### src/sv/ob64_pkg.sv
`timescale 1ns / 1ps
`default_nettype none
// ============================================================================
// ob64_pkg
// shared types and constants of the offset base64 frame decoder
// ============================================================================
package ob64_pkg;

    // frame length counter saturates here
    localparam int MaxFrameChars = 1024;
    localparam int PosW          = $clog2(MaxFrameChars + 1);

    localparam int SumW     = 12;
    localparam int ChOffset = 61;   // ascii '='

    localparam int QueueDepth = 4;
    localparam int QPtrW      = $clog2(QueueDepth);

    // result kinds
    localparam logic KIND_BYTE   = 1'b0;
    localparam logic KIND_STATUS = 1'b1;

    // frame status codes
    localparam logic [1:0] ST_OK        = 2'd0;
    localparam logic [1:0] ST_BAD_SUM   = 2'd1;
    localparam logic [1:0] ST_TOO_SHORT = 2'd2;

    typedef struct packed {
        logic [6:0] rx_char;
        logic       frame_end;
    } t_in_item;

    typedef struct packed {
        logic       kind;
        logic [7:0] data_byte;
        logic [1:0] status;
        logic       last_of_run;
    } t_out_item;

    // work handed from the front to the back for one character
    typedef struct packed {
        logic       has_bytes;
        logic [7:0] byte0;
        logic [7:0] byte1;
        logic [7:0] byte2;
        logic       has_status;
        logic [1:0] status;
    } t_job;

endpackage
`default_nettype wire

### src/sv/offset_base64_frame_decoder.sv
`timescale 1ns / 1ps
`default_nettype none
// ============================================================================
// offset_base64_frame_decoder
// streaming decoder for offset base64 frames with additive checksum
// ============================================================================
//  channel | dir | handshake                  | payload
//  --------+-----+----------------------------+--------------------------------
//  in      | in  | i_in_valid / o_in_stall    | rx_char, frame_end
//  out     | out | o_out_valid / i_out_stall  | kind, data_byte, status,
//          |     |                            | last_of_run
//
//  one character is taken per cycle while the job queue has room; a character
//  gives zero to four result requests, sent one per cycle from the output
//  register, so the output port sets the pace (3 bytes per 4 payload chars)
//  results of an accepted character pass through the job queue and the output register
//  reset (synchronous, active low) clears frame state, queue and output valid
//  o_in_stall rises only when the four-entry job queue is full
// ============================================================================
module offset_base64_frame_decoder
    import ob64_pkg::*;
(
    input  wire logic      i_clk,
    input  wire logic      i_rst_n,
    input  wire logic      i_in_valid,
    output logic           o_in_stall,
    input  wire t_in_item  i_in_item,
    output logic           o_out_valid,
    input  wire logic      i_out_stall,
    output t_out_item      o_out_item
);

    // front to queue
    logic accept;
    logic push;
    t_job front_job;

    // queue to back
    logic q_full;
    logic q_valid;
    logic pop;
    t_job head_job;

    // accept only while the queue can take whatever this char produces
    assign o_in_stall = q_full;
    assign accept     = i_in_valid && !q_full;

    // front: delay line, running sum, group of four, frame status
    ob64_front u_front (
        .i_clk    (i_clk),
        .i_rst_n  (i_rst_n),
        .i_accept (accept),
        .i_item   (i_in_item),
        .o_push   (push),
        .o_job    (front_job)
    );

    // decouples char intake from result delivery
    ob64_queue u_queue (
        .i_clk   (i_clk),
        .i_rst_n (i_rst_n),
        .i_push  (push),
        .i_job   (front_job),
        .i_pop   (pop),
        .o_full  (q_full),
        .o_valid (q_valid),
        .o_head  (head_job)
    );

    // back: one result request per cycle while the output is not stalled, registered
    ob64_back u_back (
        .i_clk       (i_clk),
        .i_rst_n     (i_rst_n),
        .i_job_valid (q_valid),
        .i_job       (head_job),
        .o_pop       (pop),
        .o_out_valid (o_out_valid),
        .i_out_stall (i_out_stall),
        .o_out_item  (o_out_item)
    );

endmodule
`default_nettype wire

### src/sv/ob64_front.sv
`timescale 1ns / 1ps
`default_nettype none
// ============================================================================
// ob64_front
// per-character state: delay line, checksum, group assembly, frame status
// ============================================================================
module ob64_front
    import ob64_pkg::*;
(
    input  wire logic     i_clk,
    input  wire logic     i_rst_n,
    input  wire logic     i_accept,
    input  wire t_in_item i_item,
    output logic          o_push,
    output t_job          o_job
);

    logic [PosW-1:0] r_pos, n_pos;
    logic [SumW-1:0] r_sum, n_sum;
    logic [6:0]      r_d0, n_d0, r_d1, n_d1;
    logic [7:0]      r_g0, n_g0, r_g1, n_g1, r_g2, n_g2;
    logic [1:0]      r_fill, n_fill;

    logic [7:0] value;
    logic [6:0] addend;
    logic [6:0] want_hi, want_lo;
    t_job       job;

    always_comb begin
        n_pos  = r_pos;
        n_sum  = r_sum;
        n_g0   = r_g0;
        n_g1   = r_g1;
        n_g2   = r_g2;
        n_fill = r_fill;
        job    = '0;
        value  = {1'b0, r_d1} - 8'(ChOffset);
        addend = (r_pos == PosW'(3) && r_d1 == 7'd127) ? 7'd0 : r_d1;

        // character leaving the delay line is neither checksum char
        if (r_pos >= PosW'(2)) begin
            n_sum = r_sum + {{(SumW-7){1'b0}}, addend};
            if (r_pos >= PosW'(5)) begin
                case (r_fill)
                    2'd0: begin
                        n_g0   = value;
                        n_fill = 2'd1;
                    end
                    2'd1: begin
                        n_g1   = value;
                        n_fill = 2'd2;
                    end
                    2'd2: begin
                        n_g2   = value;
                        n_fill = 2'd3;
                    end
                    default: begin
                        job.has_bytes = 1'b1;
                        job.byte0 = {r_g0[5:0], 2'b00} | {4'b0000, r_g1[7:4]};
                        job.byte1 = {r_g1[3:0], 4'b0000} | {2'b00, r_g2[7:2]};
                        job.byte2 = {r_g2[1:0], 6'b000000} | value;
                        n_fill = 2'd0;
                    end
                endcase
            end
        end

        n_d1 = r_d0;
        n_d0 = i_item.rx_char;
        if (r_pos < PosW'(MaxFrameChars)) begin
            n_pos = r_pos + PosW'(1);
        end

        want_hi = 7'(ChOffset) + {1'b0, n_sum[11:6]};
        want_lo = 7'(ChOffset) + {1'b0, n_sum[5:0]};

        if (i_item.frame_end) begin
            job.has_status = 1'b1;
            if (n_pos < PosW'(5)) begin
                job.status = ST_TOO_SHORT;
            end else if (n_d1 != want_hi || n_d0 != want_lo) begin
                job.status = ST_BAD_SUM;
            end else begin
                job.status = ST_OK;
            end
            n_pos  = '0;
            n_sum  = '0;
            n_d0   = '0;
            n_d1   = '0;
            n_g0   = '0;
            n_g1   = '0;
            n_g2   = '0;
            n_fill = '0;
        end
    end

    always_ff @(posedge i_clk) begin
        if (!i_rst_n) begin
            r_pos  <= '0;
            r_sum  <= '0;
            r_d0   <= '0;
            r_d1   <= '0;
            r_g0   <= '0;
            r_g1   <= '0;
            r_g2   <= '0;
            r_fill <= '0;
        end else if (i_accept) begin
            r_pos  <= n_pos;
            r_sum  <= n_sum;
            r_d0   <= n_d0;
            r_d1   <= n_d1;
            r_g0   <= n_g0;
            r_g1   <= n_g1;
            r_g2   <= n_g2;
            r_fill <= n_fill;
        end
    end

    assign o_push = i_accept && (job.has_bytes || job.has_status);
    assign o_job  = job;

    a_end_clears: assert property (@(posedge i_clk) disable iff (!i_rst_n)
        i_accept && i_item.frame_end |=> r_pos == '0 && r_fill == 2'd0 && r_sum == '0)
        else $error("frame state not cleared after frame end");

endmodule
`default_nettype wire

### src/sv/ob64_queue.sv
`timescale 1ns / 1ps
`default_nettype none
// ============================================================================
// ob64_queue
// short job queue between front and back
// ============================================================================
module ob64_queue
    import ob64_pkg::*;
(
    input  wire logic i_clk,
    input  wire logic i_rst_n,
    input  wire logic i_push,
    input  wire t_job i_job,
    input  wire logic i_pop,
    output logic      o_full,
    output logic      o_valid,
    output t_job      o_head
);

    t_job              r_mem [QueueDepth];
    logic [QPtrW-1:0]  r_wr, r_rd;
    logic [QPtrW:0]    r_count;

    always_ff @(posedge i_clk) begin
        if (i_push) begin
            r_mem[r_wr] <= i_job;
        end
    end

    always_ff @(posedge i_clk) begin
        if (!i_rst_n) begin
            r_wr    <= '0;
            r_rd    <= '0;
            r_count <= '0;
        end else begin
            if (i_push) begin
                r_wr <= r_wr + QPtrW'(1);
            end
            if (i_pop) begin
                r_rd <= r_rd + QPtrW'(1);
            end
            if (i_push && !i_pop) begin
                r_count <= r_count + (QPtrW+1)'(1);
            end else if (i_pop && !i_push) begin
                r_count <= r_count - (QPtrW+1)'(1);
            end
        end
    end

    assign o_full  = (r_count == (QPtrW+1)'(QueueDepth));
    assign o_valid = (r_count != '0);
    assign o_head  = r_mem[r_rd];

    a_no_overflow: assert property (@(posedge i_clk) disable iff (!i_rst_n)
        i_push |-> !o_full)
        else $error("push into full queue");

    a_no_underflow: assert property (@(posedge i_clk) disable iff (!i_rst_n)
        i_pop |-> o_valid)
        else $error("pop from empty queue");

endmodule
`default_nettype wire

### src/sv/ob64_back.sv
`timescale 1ns / 1ps
`default_nettype none
// ============================================================================
// ob64_back
// unrolls each job into result requests through an output register
// ============================================================================
module ob64_back
    import ob64_pkg::*;
(
    input  wire logic  i_clk,
    input  wire logic  i_rst_n,
    input  wire logic  i_job_valid,
    input  wire t_job  i_job,
    output logic       o_pop,
    output logic       o_out_valid,
    input  wire logic  i_out_stall,
    output t_out_item  o_out_item
);

    logic [1:0]  r_step;
    logic        r_out_valid;
    t_out_item   r_out;

    logic [2:0]  n_results;
    logic        is_last;
    logic        load;
    t_out_item   res;

    always_comb begin
        n_results = (i_job.has_bytes ? 3'd3 : 3'd0) + {2'b00, i_job.has_status};
        is_last   = ({1'b0, r_step} == n_results - 3'd1);
        res       = '0;
        if (i_job.has_bytes && r_step != 2'd3) begin
            res.kind = KIND_BYTE;
            case (r_step)
                2'd0:    res.data_byte = i_job.byte0;
                2'd1:    res.data_byte = i_job.byte1;
                default: res.data_byte = i_job.byte2;
            endcase
        end else begin
            res.kind   = KIND_STATUS;
            res.status = i_job.status;
        end
        res.last_of_run = is_last;
        load = i_job_valid && (!r_out_valid || !i_out_stall);
    end

    always_ff @(posedge i_clk) begin
        if (load) begin
            r_out <= res;
        end
    end

    always_ff @(posedge i_clk) begin
        if (!i_rst_n) begin
            r_step      <= '0;
            r_out_valid <= 1'b0;
        end else if (load) begin
            r_out_valid <= 1'b1;
            r_step      <= is_last ? 2'd0 : r_step + 2'd1;
        end else if (!i_out_stall) begin
            r_out_valid <= 1'b0;
        end
    end

    assign o_pop       = load && is_last;
    assign o_out_valid = r_out_valid;
    assign o_out_item  = r_out;

    a_step_in_job: assert property (@(posedge i_clk) disable iff (!i_rst_n)
        r_step != 2'd0 |-> i_job_valid && {1'b0, r_step} < n_results)
        else $error("result step outside current job");

endmodule
`default_nettype wire

### config.mk
export PLATFORM = sky130hd
export DESIGN_NAME = offset_base64_frame_decoder
export DESIGN_NICKNAME = d
export VERILOG_FILES = /design/src/sv/ob64_pkg.sv /design/src/sv/offset_base64_frame_decoder.sv /design/src/sv/ob64_front.sv /design/src/sv/ob64_queue.sv /design/src/sv/ob64_back.sv
export SDC_FILE = /design/constraint.sdc
export NUM_CORES = 1
export LEC_CHECK = 0
export BUFFER_PORTS_ARGS = -buffer_cell sky130_fd_sc_hd__buf_2
export CORE_MARGIN = 8
export CORE_UTILIZATION = 59
export CTS_BUF_LIST = sky130_fd_sc_hd__clkbuf_8
export DETAILED_ROUTE_END_ITERATION = 8
export PLACE_DENSITY_LB_ADDON = 0.2
export SYNTH_ARGS = -nofsm -noshare
export SYNTH_HDL_FRONTEND = slang
export SYNTH_HIERARCHICAL = 1
export SYNTH_SLANG_ARGS = --single-unit
### constraint.sdc
create_clock -name i_clk -period 4.75 [get_ports i_clk]
set_clock_uncertainty 0.15 [all_clocks]
set_input_delay 0.475 -clock i_clk [delete_from_list [all_inputs] [get_ports i_clk]]
set_output_delay 0.475 -clock i_clk [all_outputs]
set_load 0.03 [all_outputs]
==> results <==
- The worst-path maximum fanout is 7.
- The number of buffers added on ports is 25.
- Counting every net in the synthesized netlist gives 861.
- The growth of design area from synthesis to finish is 9.90%.
- CTS saw 197 sinks.
- The number of different library cells used by synthesis comes to 73.
- The clock latency of the later-clocked register in the worst-skew pair is 0.47 ns.
- Fill cells in the final layout number 1201.
- The via count of the first global-routing pass came to 6527.
- Setup violations remaining at the end of the flow were counted as 0.
- In this run the power spent charging and discharging nets is 1.19 mW.
- The overall routed net length is 20900 um.
- The cell area after layout is 10600 um^2.
- The die is 144 um tall.
- Averaged over all synthesized cells, the footprint is 11.8 um^2.
- The cell taking the most area after synthesis is edfxtp_1.
- The number of antenna violations at the first check in global routing was 0.
- For this run, the register share of the synthesized area comes to 53.6%.
- The signal on the critical path passes through nor3_4 > nand3_2 > or3_4 > and2_4 > ha_4 > fa_2 > a211o_1 > nand3_2 > o2bb2ai_4 > xor2_2 > o21ai_2 > ha_1 > xnor2_1 > o211a_1 > o211ai_1 > or4_4 > a211oi_2 > a41o_1 > o221ai_4.
- The non-filler instance count after layout is 1088.
- The ratio of cells with drive above 1 in the final layout is 17.1%.
- The routability congestion estimate from global placement is 0.912.
- In the synthesized netlist the dominant register cell turns out to be edfxtp_1.
- TritonCTS built the clock tree.
- Synthesis handed over a netlist of 819 instances.
- The combinational fraction of design power is 20.0%.
- In this run switching power makes up 31.2% of total power.
- The path category of the worst min-delay check is input pin to register.
- Measured against its own limit, the worst slew margin works out to 25.3%.
- The number of synthesized register bits is 197.
- In this run the remaining antenna-violating nets after routing total 0.
- Across the run, the number of max-cap violations was 0.
- The core utilization of the finished layout is 66.6%.
- In the post-route analysis, the smallest setup slack over all paths is 0.0847 ns.
- The internal power contribution is 2.62 mW.
- The slowest stage of the critical path is the or4_4 cell.
- The H-tree generated during clock tree synthesis spans 4 levels.
- The total overflow reported by the global router is 0.
- The first-pass GRT wire length is 33600 um.
- Once the floorplan was initialized, standard cells occupied 60.6% of the core.
- The flow ran to the end, and the final reports show no timing, DRC or antenna violations.
- The count of vias placed by the detailed router is 6500.
- The final net count is 901.
- Of the total power, the clock network draws 27.1%.
- Among the stages of the critical path, the cell type that occurs most often is nand3_2.
- In the final routed layout, each cell accounts on average for 19.2 um.
- For the worst setup path, the data required time is 4.78 ns.
- Setup repair after global routing could not meet its margin everywhere.
- Of the total power, registers draw 52.8%.
- Across the VDD grid, the largest voltage drop is 0.247 mV.
- The transition time of the tightest slew-check pin is 1.12 ns.
- The TritonCTS buffer count is 17.
- The largest stage delay on the critical path is 0.43 ns.
- The root buffer selected by CTS is clkbuf_8.
- The final max-slew violation count is 0.
- The startpoint type of the worst setup path is a register.
- Sorting the synthesized cells by area gives the leading types as edfxtp_1 39%, dfxtp_1 15%, mux4_2 4.7%.
- The worst-case setup slack after placement is -0.0877 ns.
- In the layout the commonest cells are 124 x edfxtp_1, 66 x dfxtp_1, 62 x nor2b_1.
- During I/O placement, the number of pins put on the boundary was 26.
- The setup TNS is 0 ns.
- The number of warnings reported in the yosys synthesis log is 6.
- The timing-limited maximum frequency is 0.214 GHz.
- The critical path is of the register to register type.
- The die is 144 um wide.
- The standard-cell row count is 46.
- The sum of net half-perimeters after detailed placement is 14200 um.
- The data arrival time of the critical path is 4.69 ns.
- Entering global routing, the biggest net connects 75 pins.
- The static power due to leakage is 3.86 nW.
- The first detailed-routing pass ran for 7 iterations.
- The library cell used most frequently in the layout, excluding fill and tap cells, is edfxtp_1.
- The buffer depth of the longest clock path is 2.
- The area of the mapped netlist is 9670 um^2.
- The core region is 15900 um^2.
- The number of hold-slack violations in the final timing report is 0.
- The remaining design rule violation count is 0.
- In the routed layout, each cell is associated on average with a via count of 5.97.
- The share of the cycle needed by the critical path after routing is 98.2%.
- The area of the die is 20700 um^2.
- The clock input transition at the sequential cells of the worst setup and hold paths is 0.10 ns.
- The first routing iteration left 450 violations.
- In this run the biggest area consumer among cell types represents 38.5% of the synthesized area.
- The number of placed instances, taps included, is 1051.
- For this run, the total global-route usage over all layers was measured as 21.0%.
- The cell area reported after detailed placement is 10100 um^2.
- The repair_antennas step left the layout with diodes totalling 0.
- The number of synthesized flops with an enable pin is 124.
- In this run the power density over the cells is 358 nW/um^2.
- The capturing element type of the critical path is a register.
- The worst path needs 4.67 ns of the cycle, external delays included.
- The fraction of registers with async set or reset after synthesis is 0%.
## power by group through the flow
stage               logic (mW)  clock network [mW]  registers [mW]
floorplan                0.452                   0            2.15
global placement         0.747                   0            2.04
detailed placement       0.764                   0            2.05
CTS                      0.769                1.05            2.01
global route             0.823                1.12            2.02
finish                   0.763                1.03            2.01
## registers in the layout (all words and copies together) (netlist names), named ones only
register and flops:
u_front/r_g2 8, u_back/r_step 2, u_front/r_g0 6, u_front/r_d1 7, u_queue/r_rd 2, u_queue/r_count 3
u_front/r_fill 2, u_front/r_pos 11, u_queue/r_wr 2, u_queue/r_mem 112, u_back/o_out_valid 1, u_front/r_d0 7
u_front/r_sum 12, u_back/o_out_item 12, u_front/r_g1 8
## cell families (layout without fill, tap and decap cells)
family | after synthesis | after routing | synth area share, %
xor+xnor | 39 | 39 | 3.69
flops | 197 | 197 | 53.6
buf+inv | 75 | 128 | 3.55
compound gates | 152 | 152 | 10.4
simple gates | 278 | 278 | 15.8
mux | 48 | 48 | 8.91
fa+ha+maj | 30 | 30 | 4.04
## worst max-delay path: cells and delay by family, from the launching register on
kind                       cells  cell delay, ns
AOI/OAI and AO/OA              8            1.30
xor gates and xnor gates       2            0.33
adders and majority gates      3            0.78
DFF                            1            0.34
and+or+nand+nor                6            1.44
## through the flow
| stage | power (mW) | hold slack (ns) |
|---|---|---|
| floorplan | 2.61 | 0.317 |
| global placement | 2.79 | 0.333 |
| detailed placement | 2.82 | 0.354 |
| CTS | 3.83 | 0.121 |
| global route | 3.97 | 0.136 |
| finish | 3.81 | 0.145 |
## layout make-up
type,count,area [um^2],area share [%]
multi-input cells,547,4230,39.9
inverters,32,120,1.13
flip-flops and latches,197,5200,48.9
well taps,216,270,2.54
clock inverters,15,150,1.41
clock buffers,17,234,2.20
repair buffers,64,418,3.93
## worst paths after layout
| check | cells after the start | slack [ns] | endpoint | from |
|---|---|---|---|---|
| worst min register to register | 2 | 0.37 | u_front/r_g0[2] | u_front/r_g0[2] |
| worst max register to register | 19 | 0.08 | u_queue/r_mem[1][0] | u_front/r_pos[4] |
| worst max-delay path | 19 | 0.08 | u_queue/r_mem[1][0] | u_front/r_pos[4] |
| worst min-delay path | 3 | 0.14 | u_front/r_d0[4] | i_in_item[5] |
## timing repair
action / in CTS / in global routing
buffers inserted: 0 / 5
hold buffers: 0 / 0
cloned: 0 / 0
pin swaps: 3 / 3
resized for setup: 7 / 14
setup endpoints to repair: 4 / 4
## routing by layer
layer | share of wire [%] | global-route usage, % | wire length (um) | vias up
met5 | 0 | 0 | 0 | -
met4 | 1.7 | 6.64 | 365 | 0
met3 | 3.7 | 3.59 | 773 | 27
met2 | 51 | 36.7 | 10600 | 159
met1 | 44 | 26.0 | 9190 | 3231
li1 | - | - | - | 3083
## Yosys cell counts (all sizes together) (5+ instances only)
cell type	count
mux2i	20
edfxtp	124
xor2	10
a22oi	15
nor4	7
nand2	44
inv	32
dfxtp	73
nor3	25
o21ai	25
o22ai	14
and3	21
clkbuf	23
ha	28
a21oi	42
or3	6
mux4	28
a21o	8
nor2b	63
a31oi	5
buf	20
nor2	48
o211ai	5
and2	33
nand3	12
xnor2	28
Note: power is estimated with default switching activity, not from simulation.
